### src/hdl/gerq_pkg.sv
// ============================================================================
// gerq_pkg
// Shared types and constants of the gamepad edge and repeat qualifier.
// ============================================================================
package gerq_pkg;

  // Pad ports served by the state memory.
  localparam int NUM_PORTS = 4;
  localparam int PORT_AW   = (NUM_PORTS > 1) ? $clog2(NUM_PORTS) : 1;

  // Field widths of the sample and the result.
  localparam int PORT_W    = 2;
  localparam int BTN_W     = 16;
  localparam int AXIS_W    = 8;
  localparam int DIR_W     = 4;
  localparam int THRESH_W  = 7;
  localparam int HOLD_W    = 16;

  localparam int IN_DATA_W  = 40;   // 36 bits of fields, padded to bytes
  localparam int OUT_DATA_W = 120;  // 113 bits of fields, padded to bytes

  // Configuration port.
  localparam int CFG_IDX_W  = 2;
  localparam int CFG_DATA_W = 16;
  localparam logic [CFG_IDX_W-1:0] REG_BUTTON_MASK     = 2'd0;
  localparam logic [CFG_IDX_W-1:0] REG_STICK_THRESHOLD = 2'd1;

  localparam logic [BTN_W-1:0]    MASK_RESET   = 16'hFF3F;
  localparam logic [THRESH_W-1:0] THRESH_RESET = 7'd50;

  // Auto-repeat: first pulse at this count, then every REPEAT_EVERY counts.
  localparam logic [HOLD_W-1:0] REPEAT_FIRST = 16'd15;
  localparam int                REPEAT_EVERY = 5;
  localparam logic [2:0]        REPEAT_PHASE = 3'(15 % REPEAT_EVERY);

  // Direction bit positions.
  localparam int DIR_UP    = 0;
  localparam int DIR_DOWN  = 1;
  localparam int DIR_LEFT  = 2;
  localparam int DIR_RIGHT = 3;

  // One memory word: everything kept for one pad port.
  typedef struct packed {
    logic [BTN_W-1:0]  frame_prev_buttons;
    logic [BTN_W-1:0]  rise_accum;
    logic [BTN_W-1:0]  fall_accum;
    logic [BTN_W-1:0]  tick_prev_buttons;
    logic [DIR_W-1:0]  frame_prev_dirs;
    logic [DIR_W-1:0]  dir_rise_accum;
    logic [DIR_W-1:0]  dir_fall_accum;
    logic [DIR_W-1:0]  tick_prev_dirs;
    logic [BTN_W-1:0]  shown_rise;
    logic [BTN_W-1:0]  shown_fall;
    logic [BTN_W-1:0]  shown_before;
    logic [DIR_W-1:0]  shown_dir_rise;
    logic [DIR_W-1:0]  shown_dir_fall;
    logic [DIR_W-1:0]  shown_dir_before;
    logic              shown_repeat;
    logic [HOLD_W-1:0] held_ticks;
  } port_state_t;

  // Residue of a 16-bit count modulo 5. Since 16 is 1 mod 5, the nibble sum
  // keeps the residue; fold it once more and finish with compare-subtract.
  function automatic logic [2:0] mod5(input logic [HOLD_W-1:0] v);
    logic [5:0] s1;
    logic [4:0] s2;
    logic [4:0] r;
    s1 = 6'(v[3:0]) + 6'(v[7:4]) + 6'(v[11:8]) + 6'(v[15:12]);
    s2 = 5'(s1[5:4]) + 5'(s1[3:0]);
    if (s2 >= 5'd15) begin
      r = s2 - 5'd15;
    end else if (s2 >= 5'd10) begin
      r = s2 - 5'd10;
    end else if (s2 >= 5'd5) begin
      r = s2 - 5'd5;
    end else begin
      r = s2;
    end
    return r[2:0];
  endfunction

endpackage

### src/hdl/gamepad_edge_and_repeat_qualifier.sv
// ============================================================================
// gamepad_edge_and_repeat_qualifier
// Per-port button and stick edge qualification with tick-aligned publishing
// and auto-repeat, state held in a small per-port memory.
// ============================================================================
//
// Channel  Dir  Handshake            Contents
// -------  ---  -------------------  -----------------------------------------
// s_*      in   s_tvalid / s_tready  one pad sample per request
// m_*      out  m_tvalid / m_tready  one qualified result per sample
// cfg_*    in   cfg_valid/cfg_ready  register index + write data
//
// Flow: one sample per clock while m_tready stays high; the memory read
//   and the sample fields are registered when the sample is taken, and the
//   update stage then writes the result into the output register.
// The port state sits in a NUM_PORTS-deep memory, read when a sample is taken
//   and written back as the sample leaves the update stage. A sample whose
//   read meets the write of the one before it to the same port takes the
//   written word through the forwarding register instead.
// Reset: config registers return to defaults and the per-entry valid bits
//   clear, so every port reads as zero at once; no clearing pass is needed.
// Stalls: m_tready low with m_tvalid high holds the output register and the
//   update stage; the input side keeps taking samples while either has room.
//
module gamepad_edge_and_repeat_qualifier (
  input  logic                             clk,
  input  logic                             rst,
  // port_index[1:0], present[2], buttons_raw[18:3], axis_x[26:19],
  // axis_y[34:27], game_tick[35], zero[39:36]
  input  logic [gerq_pkg::IN_DATA_W-1:0]   s_tdata,
  input  logic                             s_tvalid,
  output logic                             s_tready,
  // button_now[15:0], button_rise[31:16], button_fall[47:32],
  // button_before[63:48], dir_now[67:64], dir_rise[71:68], dir_fall[75:72],
  // dir_before[79:76], repeat_pulse[80], hold_count[96:81],
  // axis_x_out[104:97], axis_y_out[112:105], zero[119:113]
  output logic [gerq_pkg::OUT_DATA_W-1:0]  m_tdata,
  output logic                             m_tvalid,
  input  logic                             m_tready,
  input  logic                             cfg_valid,
  output logic                             cfg_ready,
  input  logic [gerq_pkg::CFG_IDX_W-1:0]   cfg_index,
  input  logic [gerq_pkg::CFG_DATA_W-1:0]  cfg_data
);
  import gerq_pkg::*;

  // --------------------------------------------------------------------------
  // Configuration registers
  // --------------------------------------------------------------------------
  logic [BTN_W-1:0]    button_mask;
  logic [THRESH_W-1:0] stick_threshold;

  assign cfg_ready = 1'b1;

  always_ff @(posedge clk) begin
    if (rst) begin
      button_mask     <= MASK_RESET;
      stick_threshold <= THRESH_RESET;
    end else if (cfg_valid && cfg_ready) begin
      unique case (cfg_index)
        REG_BUTTON_MASK:     button_mask     <= cfg_data[BTN_W-1:0];
        REG_STICK_THRESHOLD: stick_threshold <= cfg_data[THRESH_W-1:0];
        default: ;  // unknown index: drop the write
      endcase
    end
  end

  // --------------------------------------------------------------------------
  // Input unpack and handshake
  // --------------------------------------------------------------------------
  logic [PORT_W-1:0]  in_port;
  logic [PORT_AW-1:0] in_addr;
  logic               accept;
  logic               s1_valid;
  logic               s1_adv;

  assign in_port  = s_tdata[1:0];
  assign in_addr  = in_port[PORT_AW-1:0];

  // Update stage moves on when the output register is empty or being drained.
  assign s1_adv   = s1_valid && (!m_tvalid || m_tready);
  assign s_tready = !s1_valid || s1_adv;
  assign accept   = s_tvalid && s_tready;

  // --------------------------------------------------------------------------
  // Port state memory: one write port, one registered read port
  // --------------------------------------------------------------------------
  port_state_t        mem [NUM_PORTS];
  port_state_t        rd_data;
  logic [NUM_PORTS-1:0] entry_valid;
  logic               wr_en;
  logic [PORT_AW-1:0] wr_addr;
  port_state_t        wr_data;

  always_ff @(posedge clk) begin
    if (wr_en) begin
      mem[wr_addr] <= wr_data;
    end
    if (accept) begin
      rd_data <= mem[in_addr];
    end
  end

  // An entry never written since reset reads as zero.
  always_ff @(posedge clk) begin
    if (rst) begin
      entry_valid <= '0;
    end else if (wr_en) begin
      entry_valid[wr_addr] <= 1'b1;
    end
  end

  // --------------------------------------------------------------------------
  // Update stage registers
  // --------------------------------------------------------------------------
  logic [PORT_W-1:0]        s1_port;
  logic                     s1_present;
  logic [BTN_W-1:0]         s1_buttons;
  logic signed [AXIS_W-1:0] s1_ax;
  logic signed [AXIS_W-1:0] s1_ay;
  logic                     s1_tick;
  logic                     s1_rd_valid;
  logic                     s1_fwd_hit;
  port_state_t              s1_fwd_data;

  always_ff @(posedge clk) begin
    if (rst) begin
      s1_valid <= 1'b0;
    end else if (accept) begin
      s1_valid <= 1'b1;
    end else if (s1_adv) begin
      s1_valid <= 1'b0;
    end
  end

  always_ff @(posedge clk) begin
    if (accept) begin
      s1_port     <= in_port;
      s1_present  <= s_tdata[2];
      s1_buttons  <= s_tdata[18:3];
      s1_ax       <= s_tdata[26:19];
      s1_ay       <= s_tdata[34:27];
      s1_tick     <= s_tdata[35];
      s1_rd_valid <= entry_valid[in_addr];
      // Catch the write-back landing on the same edge as this read.
      s1_fwd_hit  <= wr_en && (wr_addr == in_addr);
      s1_fwd_data <= wr_data;
    end
  end

  // --------------------------------------------------------------------------
  // Read-modify-write of one port's state
  // --------------------------------------------------------------------------
  port_state_t              st_cur;
  port_state_t              st_next;
  logic                     port_ok;
  logic [BTN_W-1:0]         cur;
  logic [DIR_W-1:0]         dir;
  logic signed [AXIS_W:0]   ax_w;
  logic signed [AXIS_W:0]   ay_w;
  logic signed [AXIS_W:0]   th_pos;
  logic signed [AXIS_W:0]   th_neg;
  logic [HOLD_W-1:0]        held_inc;
  logic                     held_same;
  logic [OUT_DATA_W-1:0]    result;

  assign port_ok = ({1'b0, s1_port} < 3'(NUM_PORTS));

  always_comb begin
    if (s1_fwd_hit) begin
      st_cur = s1_fwd_data;
    end else if (s1_rd_valid) begin
      st_cur = rd_data;
    end else begin
      st_cur = '0;
    end
  end

  always_comb begin
    cur    = s1_buttons & button_mask;
    ax_w   = {s1_ax[AXIS_W-1], s1_ax};
    ay_w   = {s1_ay[AXIS_W-1], s1_ay};
    th_pos = $signed({2'b00, stick_threshold});
    th_neg = -th_pos;

    // Negative side wins; at most one bit per axis.
    dir = '0;
    if (ax_w < th_neg) begin
      dir[DIR_LEFT] = 1'b1;
    end else if (ax_w > th_pos) begin
      dir[DIR_RIGHT] = 1'b1;
    end
    if (ay_w < th_neg) begin
      dir[DIR_DOWN] = 1'b1;
    end else if (ay_w > th_pos) begin
      dir[DIR_UP] = 1'b1;
    end

    held_inc  = st_cur.held_ticks + 16'd1;
    held_same = ((cur != '0) || (dir != '0)) &&
                (st_cur.tick_prev_buttons == cur) &&
                (st_cur.tick_prev_dirs == dir);

    // Gather edges every frame.
    st_next = st_cur;
    st_next.rise_accum     = st_cur.rise_accum | (cur & ~st_cur.frame_prev_buttons);
    st_next.fall_accum     = st_cur.fall_accum | (st_cur.frame_prev_buttons & ~cur);
    st_next.dir_rise_accum = st_cur.dir_rise_accum | (dir & ~st_cur.frame_prev_dirs);
    st_next.dir_fall_accum = st_cur.dir_fall_accum | (st_cur.frame_prev_dirs & ~dir);
    st_next.frame_prev_buttons = cur;
    st_next.frame_prev_dirs    = dir;

    // Publish on a game tick, step the hold count and repeat, then restart the accumulators.
    if (s1_tick) begin
      st_next.shown_before     = st_cur.tick_prev_buttons;
      st_next.shown_rise       = st_next.rise_accum;
      st_next.shown_fall       = st_next.fall_accum;
      st_next.shown_dir_before = st_cur.tick_prev_dirs;
      st_next.shown_dir_rise   = st_next.dir_rise_accum;
      st_next.shown_dir_fall   = st_next.dir_fall_accum;
      st_next.shown_repeat     = 1'b0;
      if (held_same) begin
        st_next.held_ticks   = held_inc;
        st_next.shown_repeat = (held_inc >= REPEAT_FIRST) &&
                               (mod5(held_inc) == REPEAT_PHASE);
      end else begin
        st_next.held_ticks = '0;
      end
      st_next.tick_prev_buttons = cur;
      st_next.tick_prev_dirs    = dir;
      st_next.rise_accum        = '0;
      st_next.fall_accum        = '0;
      st_next.dir_rise_accum    = '0;
      st_next.dir_fall_accum    = '0;
    end

    // Absent port: clear everything.
    if (!s1_present) begin
      st_next = '0;
    end
  end

  assign wr_en   = s1_adv && port_ok;
  assign wr_addr = s1_port[PORT_AW-1:0];
  assign wr_data = st_next;

  always_comb begin
    if (port_ok && s1_present) begin
      result = {7'b0, s1_ay, s1_ax, st_next.held_ticks, st_next.shown_repeat,
                st_next.shown_dir_before, st_next.shown_dir_fall,
                st_next.shown_dir_rise, dir,
                st_next.shown_before, st_next.shown_fall,
                st_next.shown_rise, cur};
    end else begin
      result = '0;
    end
  end

  // --------------------------------------------------------------------------
  // Output register
  // --------------------------------------------------------------------------
  always_ff @(posedge clk) begin
    if (rst) begin
      m_tvalid <= 1'b0;
    end else if (s1_adv) begin
      m_tvalid <= 1'b1;
    end else if (m_tready) begin
      m_tvalid <= 1'b0;
    end
  end

  always_ff @(posedge clk) begin
    if (s1_adv) begin
      m_tdata <= result;
    end
  end

  // --------------------------------------------------------------------------
  // Assertions
  // --------------------------------------------------------------------------
`ifndef ASSERT_OFF
  // A read that meets a write-back to the same port must pick up the bypass.
  a_fwd_capture: assert property (@(posedge clk) disable iff (rst)
    (accept && wr_en && (wr_addr == in_addr)) |=> s1_fwd_hit)
    else $error("same-port write-back was not forwarded");

  // An absent port yields an all-zero result.
  a_absent_zero: assert property (@(posedge clk) disable iff (rst)
    (s1_adv && !s1_present) |=> (m_tvalid && (m_tdata == '0)))
    else $error("absent port produced a nonzero result");

  // On a present sample the hold counter moves only on a game tick.
  a_hold_on_tick: assert property (@(posedge clk) disable iff (rst)
    (s1_adv && s1_present && !s1_tick) |->
      (st_next.held_ticks == st_cur.held_ticks))
    else $error("hold counter changed outside a game tick");
`endif

endmodule

### config.mk
export PLATFORM = sky130hd
export DESIGN_NAME = gamepad_edge_and_repeat_qualifier
export DESIGN_NICKNAME = d
export VERILOG_FILES = /design/src/hdl/gerq_pkg.sv /design/src/hdl/gamepad_edge_and_repeat_qualifier.sv
export SDC_FILE = /design/constraint.sdc
export NUM_CORES = 1
export LEC_CHECK = 0
export BUFFER_PORTS_ARGS = -buffer_cell sky130_fd_sc_hd__buf_2
export CAP_MARGIN = 20
export CORE_MARGIN = 8
export CORE_UTILIZATION = 35
export DETAILED_ROUTE_END_ITERATION = 7
export PLACE_DENSITY_LB_ADDON = 0.12
export RECOVER_POWER = 100
export SLEW_MARGIN = 0
export SYNTH_ARGS = -nofsm -noshare
export SYNTH_HDL_FRONTEND = slang
export SYNTH_SLANG_ARGS = --single-unit
### constraint.sdc
create_clock -name clk -period 23.5 [get_ports clk]
set_clock_uncertainty 0.05 [all_clocks]
set_input_delay 2.35 -clock clk [delete_from_list [all_inputs] [get_ports clk]]
set_output_delay 2.35 -clock clk [all_outputs]
set_load 0.01 [all_outputs]
==> After elaboration in Yosys (flattened, before gate mapping) <==
Memory sizes are Yosys's and may differ from the RTL's. A register that Yosys moved wholly into a read port is not among the register bits.
Cells that the tools add are included.
{ "totals": {"ff_bits": 344, "latch_bits": 0, "ramBits": 628, "rom_bits": 0, "out_inout_bits": 123, "n_memories": 1} }
{ "mem_list": {"columns": ["name", "words", "word_bits", "rd", "rd_clocked_by_memory_dff", "write_ports", "line_no", "text"], "rows": [
  ["mem", 4, 157, 1, 1, 1, "gamepad_edge_and_repeat_qualifier.sv:88", "port_state_t mem [NUM_PORTS];"]
]} }
{ "op_classes": {"n_addsub": 9, "mul": 0, "n_div": 0, "magnitude_cmp": 11, "n_eq_ne": 4, "n_shift": 0, "muxes": 28, "bitwise": 14, "reduce_logical": 20} }
{ "op_table": {"columns": ["op", "n"], "rows": [
  ["157-bit 2-to-1 mux", 3],
  ["89-bit 2-to-1 mux", 1],
  ["16-bit AND", 3],
  ["48-bit 2-to-1 mux", 1],
  ["16-bit inverter", 2],
  ["16-bit OR", 2],
  ["8-bit by 9-bit < comparator with 1-bit output", 2],
  ["16-bit by 1-bit adder with 16-bit output, second input constant", 1],
  ["16-bit equality test", 1],
  ["16-bit by 4-bit >= comparator with 1-bit output, second input constant", 1],
  ["8-bit > comparator", 2],
  ["16-bit 2-to-1 mux", 1],
  ["16-bit nonzero test", 1],
  ["1-bit 2-to-1 mux", 15],
  ["3-bit 2-to-1 mux", 5],
  ["4-bit OR", 3],
  ["5-bit by 4-bit >= comparator with 1-bit output, second input constant", 2],
  ["7-bit negator with 9-bit output", 1],
  ["4-bit AND", 2],
  ["4-bit inverter", 2],
  ["1-bit logical AND", 7],
  ["5-bit by 4-bit adder with 6-bit output", 1],
  ["6-bit by 4-bit adder with 6-bit output", 1],
  ["2-bit by 3-bit < comparator with 1-bit output, second input constant", 2],
  ["18 further kinds", 24]
]} }

==> Logic depth before layout (Yosys ltp) <==
Gate-level depths: netlist of the first run.
{ "logic_depth": {"ltp_word": 18, "ltp_mapped": 35, "depth_no_buf": 28} }

==> Worst setup path before layout of the first run <==
Ideal clock, no wire load.
{ "synth_path": {"kind": "input to register", "startpoint": "input port m_tready", "endpoint": "memory mem[1][0] in the netlist's numbering, enable pin", "setup_time_ns": 0.901, "t_arrival_ns": 14.022, "required_time_ns": 22.549, "path_slack_ns": 8.527, "cell_stages": 3, "n_path_buf": 0, "cell_sequence": "nor2b_1 nand2b_1 nor3b_1"} }
{ "synth_between": {"elab_chain_len": 4} }
{ "synth_lines": {"columns": ["item", "line_no", "text"], "rows": [
  ["from (decl)", "gamepad_edge_and_repeat_qualifier.sv:39", "input logic m_tready,"],
  ["1-bit logical OR", "gamepad_edge_and_repeat_qualifier.sv:81", "assign s1_adv = s1_valid && (!m_tvalid || m_tready);"],
  ["1-bit logical AND", "gamepad_edge_and_repeat_qualifier.sv:81", null],
  ["1-bit 2-to-1 mux", "gamepad_edge_and_repeat_qualifier.sv:96", "if (wr_en) begin"],
  ["1-bit 2-to-1 mux (implied by the code)", "gamepad_edge_and_repeat_qualifier.sv:97", "mem[wr_addr] <= wr_data;"],
  ["to (decl)", "gamepad_edge_and_repeat_qualifier.sv:88", null]
]} }
No other way between the ends.

==> results of run 1 <==
[kinds of logic after synthesis]
group	after synthesis	synth area share, %
AO/OA/AOI/OAI	420	7.351
XOR/XNOR	39	0.7797
flip-flops	1122	76.24
adder cells (fa/ha/maj)	56	1.754
other	2	0.01714
multiplexers	165	8.285
AND/OR/NAND/NOR	357	3.833
buffers and inverters	180	1.739
[synth_stat cells (all sizes together), types with 13 or more instances]
| cell type | instances |
|---|---|
| edfxtp | 1093 |
| nor2 | 164 |
| mux4 | 158 |
| a211oi | 128 |
| clkbuf | 92 |
| a221oi | 81 |
| nand2 | 68 |
| buf | 56 |
| ha | 47 |
| o21ai | 44 |
| a22oi | 33 |
| inv | 32 |
| xnor2 | 30 |
| dfxtp | 29 |
| nor2b | 26 |
| a22o | 25 |
| a21oi | 22 |
| a222oi | 20 |
| and2 | 18 |
| nand3 | 17 |
| a211o | 16 |
| a31oi | 16 |
| a21o | 13 |
[registers in the layout, indices dropped and copies added, names as in the netlist]
register	cells
button_mask	16
entry_valid	4
m_tdata	113
m_tvalid	1
mem	628
rd_data	157
s1_ax	8
s1_ay	8
s1_buttons	16
s1_fwd_data	157
s1_fwd_hit	1
s1_port	2
s1_present	1
s1_rd_valid	1
s1_tick	1
s1_valid	1
stick_threshold	7
[stage by stage]
stage	area, um2	utilization (%)	instances	power [W]	hold WS (ns)
2_1_floorplan	43830	-	2347	0.002628	0.3848
6_report	49790	39.86	4282	0.004479	0.4245
3_3_place_gp	46550	37.26	4062	0.002742	0.3945
5_1_grt	49790	39.86	4282	0.004651	0.4488
3_5_place_dp	46550	37.26	4062	0.002753	0.4084
4_1_cts	50150	40.15	4282	0.004520	0.4240
[worst max-delay path: stages, from the launching register on]
cell,delay [ns]
sky130_fd_sc_hd__edfxtp_1,0.40
sky130_fd_sc_hd__clkbuf_1,5.56
sky130_fd_sc_hd__a22oi_1,1.14
sky130_fd_sc_hd__inv_1,0.48
sky130_fd_sc_hd__ha_1,0.28
sky130_fd_sc_hd__o21ai_0,0.26
sky130_fd_sc_hd__nor3b_1,0.65
sky130_fd_sc_hd__nand3_1,0.17
sky130_fd_sc_hd__xor2_1,0.34
sky130_fd_sc_hd__fa_1,0.50
sky130_fd_sc_hd__inv_1,0.10
sky130_fd_sc_hd__fa_1,0.43
sky130_fd_sc_hd__inv_1,0.11
sky130_fd_sc_hd__ha_1,0.23
sky130_fd_sc_hd__a21o_1,0.18
sky130_fd_sc_hd__a21oi_1,0.19
sky130_fd_sc_hd__xnor2_1,0.09
sky130_fd_sc_hd__ha_1,0.21
sky130_fd_sc_hd__fa_1,0.59
sky130_fd_sc_hd__xor2_1,0.43
sky130_fd_sc_hd__ha_1,0.29
sky130_fd_sc_hd__a221oi_1,0.13
sky130_fd_sc_hd__a41o_1,0.24
sky130_fd_sc_hd__nor4_1,0.55
sky130_fd_sc_hd__nand3b_1,0.14
sky130_fd_sc_hd__a31oi_1,0.19
sky130_fd_sc_hd__o211ai_1,0.14
sky130_fd_sc_hd__a2bb2oi_1,0.41
[final cells by class]
type	count	share of cell area [%]
Multi-Input combinational cell	1045	19.45
Timing Repair Buffer	213	1.830
Tap cell	1650	4.147
Clock buffer	147	6.235
Inverter	32	0.2463
Sequential cell	1122	67.09
Clock inverter	73	1.003
[power breakdown]
part	switching (W)	internal [W]
logic	0.000257	0.000138
clock network	0.000760	0.000996
registers	0.0000255	0.00230
total	0.00104	0.00344
[final timing paths]
kind,startpoint,to,slack (ns),cells after the start
hold / removal,entry_valid[3],entry_valid[3],0.42,2
setup reg to reg,s1_fwd_hit,mem[2][16],8.74,27
hold reg to reg,entry_valid[3],entry_valid[3],0.42,2
setup / recovery,s1_fwd_hit,mem[2][16],8.74,27
[metal layers]
| layer | vias up | GRT usage, % | share of wire (%) |
|---|---|---|---|
| met2 | 586 | 27.28 | 48 |
| met1 | 12210 | 22.97 | 44 |
| met3 | 136 | 2.984 | 5.5 |
| met4 | 0 | 3.858 | 2.1 |
| li1 | 10030 | - | - |
| met5 | - | 0 | 0 |
==> results.yml, run 1 <==
sta:
  timing.final.hold_violations: 0
  finalSetupViolations: 0
  setup_tns_ns: 0
  timing.slew.headroom_pct: -537.1
  slew_violations: 2005
  finalCritPeriodShare_pct: 62.79
  clock.fmax_mhz: 67.77
  postLayoutSetupSlackWorst_ns: 8.743
  finalWorstPathRequiredPeriod_ns: 14.76
  worst_slew_pin_slew_ns: 9.556
  setup_repair_after_global_routing_missed_its_margin: "false"
worst_setup_path:
  critPathKind: "flop to flop"
  critPathArrivalTime_ns: 15.15
  cp-end-kind: "flop"
  crit_fanout: 127
  worst_setup_path_start_kind: "flop"
  worst-endpoint-required_ns: 23.90
final_layout:
  final_net_count: 2653
  final-seq-area_mm2: 0.03340
  drive_above_1_share_pct: 14.59
  layout_common_cells: "sky130_fd_sc_hd__edfxtp_1 (1093), sky130_fd_sc_hd__clkbuf_1 (181), sky130_fd_sc_hd__nor2_1 (163)"
  antenna_cells_inserted: 0
  multi_input_gate_area_mm2: 0.009684
  fillerInstances: 11420
  areaGrowthSynthToFinish_pct: 13.64
  leading_cell_type_in_the_layout_fill_and_taps_excluded: "sky130_fd_sc_hd__edfxtp_1"
floorplan:
  fp.dieW_um: 369.8
  core_area_mm2: 0.1249
  row_count: 130
  initial_standard_cell_utilization_of_the_core_pct: 35.07
  dieArea_mm2: 0.1368
  die_height_um: 369.8
  design.portCount: 186
routing:
  detailed_route_iter0_violations: 1916
  routed_wl_mm: 114.6
  routedWlPerCell_um: 26.77
  via_count: 22960
  remaining_drc_errors: 0
  post_detailed_route_count_of_antenna_violating_nets: 0
  first_pass_iters: 6
  via_per_inst: 5.362
logic_synthesis:
  synthesis.yosys.warnings: 0
  asyncSetResetFlopFracSynth_pct: 0
  synth_cell_type_count: 66
  yosys-top-cells-area: "sky130_fd_sc_hd__edfxtp_1 (75%), sky130_fd_sc_hd__mux4_2 (8.1%), sky130_fd_sc_hd__a211oi_1 (2.2%)"
  synth_top_cell_area_share_pct: 74.92
  synth_seq_area_share_pct: 76.24
  synth_flop_cell: "sky130_fd_sc_hd__edfxtp_1"
  number_of_enable_type_register_cells_in_the_synthesized_netlist: 1093
  synth.avg_cell_area_um2: 18.71
  postSynthRegisterBits: 1122
  synth.largest_area_cell: "sky130_fd_sc_hd__edfxtp_1"
  netlist_area_mm2: 0.04381
  synthesis.instances: 2341
clock_network:
  tritoncts: "built"
  clock_tree.root_cell: "sky130_fd_sc_hd__clkbuf_16"
  max-clock-path-buffers: 3
  clk_pin_slew_worst_paths_ns: 0.06
  clock_sinks: 1122
  clock_latency_late_sink_ns: 0.70
  total_cts_buffers: 120
  cts-htree-levels: 3
  cts.repair.resized: 0
  post-cts-setup-buffer-count: 0
  hold_buffers: 0
global_route:
  wire_length_of_the_first_global_routing_pass_mm: 168.3
  grt_start_max_net_pins: 158
  overflow: 0
  number_of_antenna_violations_at_the_first_check_in_global_routing: 3
  grt_use_total_pct: 16.58
  grt_pass1_vias: 24260
pwr:
  power_per_cell_area_mw_per_mm2: 89.95
  irDropWorstVdd_v: 0.00006752
  leakage_nw: 16.15
run_status:
  status: "finished, violations left"
  failed_checks: "capacitance limit, slew limit"
placement:
  place.port_buffers: 173
  gp_routability_congestion: 0.7462
  place_ws_ns: 15.18
  place.detailed.hpwl_mm: 64.81
hold_path:
  hold_path.class: "flop to flop"
run:
  drv_cap: 31
Note: power is estimated with default switching activity, not from simulation.
==> inputs of run 2 (changes only) <==
==> constraint.sdc (replaced) <==
create_clock -name clk -period 14.2 [get_ports clk]
set_clock_uncertainty 0.05 [all_clocks]
set_input_delay 1.42 -clock clk [delete_from_list [all_inputs] [get_ports clk]]
set_output_delay 1.42 -clock clk [all_outputs]
set_load 0.01 [all_outputs]
==> run 2 against run 1 <==
- the flow still finishes with violations (capacitance limit, slew limit)
- worst hold slack gained 0.018 ns
- first-iteration DRC count up 5.0%
- sequential power grew 65%
- largest cell class unchanged
==> results.yml, run 2 (same netlist as run 1, synthesis figures left out) <==
pwr:
  power_per_cell_area_mw_per_mm2: 150.7
  irDropWorstVdd_v: 0.0001079
  leakage_nw: 16.24
worst_setup_path:
  regToRegStartpoint: "s1_fwd_hit"
  setup.reg_to_reg.worst_slack_ns: 3.72
  worst-endpoint-required_ns: 14.37
  r2r.worst_path.cells: 9
  worst_setup_path_start_kind: "input port"
  critPathArrivalTime_ns: 11.01
  crit_fanout: 111
  cp-end-kind: "flop"
  critPathKind: "input port to flop"
  r2r-end: "s1_fwd_data[4]"
routing:
  remaining_drc_errors: 0
  detailed_route_iter0_violations: 2011
  via_per_inst: 5.369
  via_count: 23000
  routed_wl_mm: 115.0
  post_detailed_route_count_of_antenna_violating_nets: 0
  first_pass_iters: 4
  routedWlPerCell_um: 26.85
hold_path:
  hold_path_end: "entry_valid[2]"
  timing.hold.worst_path_depth: 2
  hold_path.class: "flop to flop"
  holdCritStartpoint: "entry_valid[2]"
clock_network:
  clock_tree.root_cell: "sky130_fd_sc_hd__clkbuf_16"
  tritoncts: "built"
  clk_pin_slew_worst_paths_ns: 0.06
  post-cts-setup-buffer-count: 0
  max-clock-path-buffers: 3
  clock_latency_late_sink_ns: 0.70
  hold_buffers: 0
  cts-htree-levels: 3
  clock_sinks: 1122
  total_cts_buffers: 121
  cts.repair.resized: 0
run_status:
  failed_checks: "capacitance limit, slew limit"
  status: "finished, violations left"
global_route:
  grt_pass1_vias: 24150
  grt_start_max_net_pins: 147
  wire_length_of_the_first_global_routing_pass_mm: 168.4
  overflow: 0
  number_of_antenna_violations_at_the_first_check_in_global_routing: 4
  grt_use_total_pct: 16.52
placement:
  gp_routability_congestion: 0.8115
  placedInstanceArea_mm2: 0.04656
  place.port_buffers: 173
  place.detailed.hpwl_mm: 65.20
  place_ws_ns: 5.608
sta:
  timing.final.hold_violations: 0
  slew_violations: 1490
  finalCritPeriodShare_pct: 76.31
  timing.slew.headroom_pct: -499.6
  clock.fmax_mhz: 92.28
  postLayoutSetupSlackWorst_ns: 3.363
  final.hold.worst_slack_ns: 0.4426
  finalSetupViolations: 0
  finalWorstPathRequiredPeriod_ns: 10.84
  worst_slew_pin_slew_ns: 8.994
  setup_repair_after_global_routing_missed_its_margin: "false"
  setup_tns_ns: 0
final_layout:
  largest_register_ff_count: 628
  final_net_count: 2653
  largest_registers: "mem: 628 flops, rd_data: 157 flops, s1_fwd_data: 157 flops"
  finish.instance_area_mm2: 0.05000
  areaGrowthSynthToFinish_pct: 14.12
  leading_cell_type_in_the_layout_fill_and_taps_excluded: "sky130_fd_sc_hd__edfxtp_1"
  layout_common_cells: "sky130_fd_sc_hd__edfxtp_1 (1093), sky130_fd_sc_hd__clkbuf_1 (175), sky130_fd_sc_hd__nor2_1 (164)"
  drive_above_1_share_pct: 14.96
  most_flops_register: "mem"
floorplan:
  initial_standard_cell_utilization_of_the_core_pct: 35.07
  dieArea_mm2: 0.1368
  design.portCount: 186
  die_height_um: 369.8
  fp.dieW_um: 369.8
  row_count: 130
  core_area_mm2: 0.1249
run:
  drv_cap: 25
[run 2: power by group]
group          leakage (nW)  switching, W  internal [W]
combinational          3.72      0.000429      0.000221
clock                  1.85       0.00128       0.00175
sequential             10.7     0.0000446       0.00381
total                  16.2       0.00176       0.00577
[run 2: routing by layer]
| metal | GRT usage, % | part of all wire (%) | up-vias |
|---|---|---|---|
| li1 | - | - | 10040 |
| met5 | 0 | 0 | - |
| met3 | 3.177 | 5.3 | 142 |
| met4 | 3.089 | 1.6 | 0 |
| met1 | 23.09 | 45 | 12230 |
| met2 | 27.16 | 48 | 595 |
[run 2: worst max-delay path by stage]
stage,slack (ns),cells past startpoint,to,startpoint
2_1_floorplan,0.16,3,mem[1][0],m_tready
3_3_place_gp,5.85,23,s1_fwd_data[16],s1_fwd_hit
3_5_place_dp,5.61,23,mem[0][16],s1_fwd_hit
4_1_cts,5.55,23,mem[1][16],s1_fwd_hit
5_1_grt,2.51,6,mem[0][149],m_tready
6_report,3.36,6,mem[0][149],m_tready
[run 2: area by class of cell]
class	count	area, um2
Antenna cell	1	2.502
Inverter	32	122.6
Tap cell	1650	2064
Multi-Input combinational cell	1045	9661
Timing Repair Buffer	212	952.2
Clock inverter	77	653.1
Sequential cell	1122	33400
Fill cell	11350	74920
Clock buffer	145	3139
[run 2: through the flow]
step	utilization [%]	power (W)	std cells
floorplan	-	0.004349	2347
global placement	37.27	0.004535	4061
detailed placement	37.27	0.004562	4061
CTS	40.30	0.007617	4283
global route	40.02	0.007805	4283
finish	40.02	0.007532	4284
[run 2: worst max-delay path, stage by stage]
cell	delay [ns]
sky130_fd_sc_hd__buf_2	0.08
sky130_fd_sc_hd__nor2b_1	0.07
sky130_fd_sc_hd__nand2b_1	0.23
sky130_fd_sc_hd__nor3_1	0.17
sky130_fd_sc_hd__clkbuf_1	6.14
sky130_fd_sc_hd__clkbuf_1	2.75
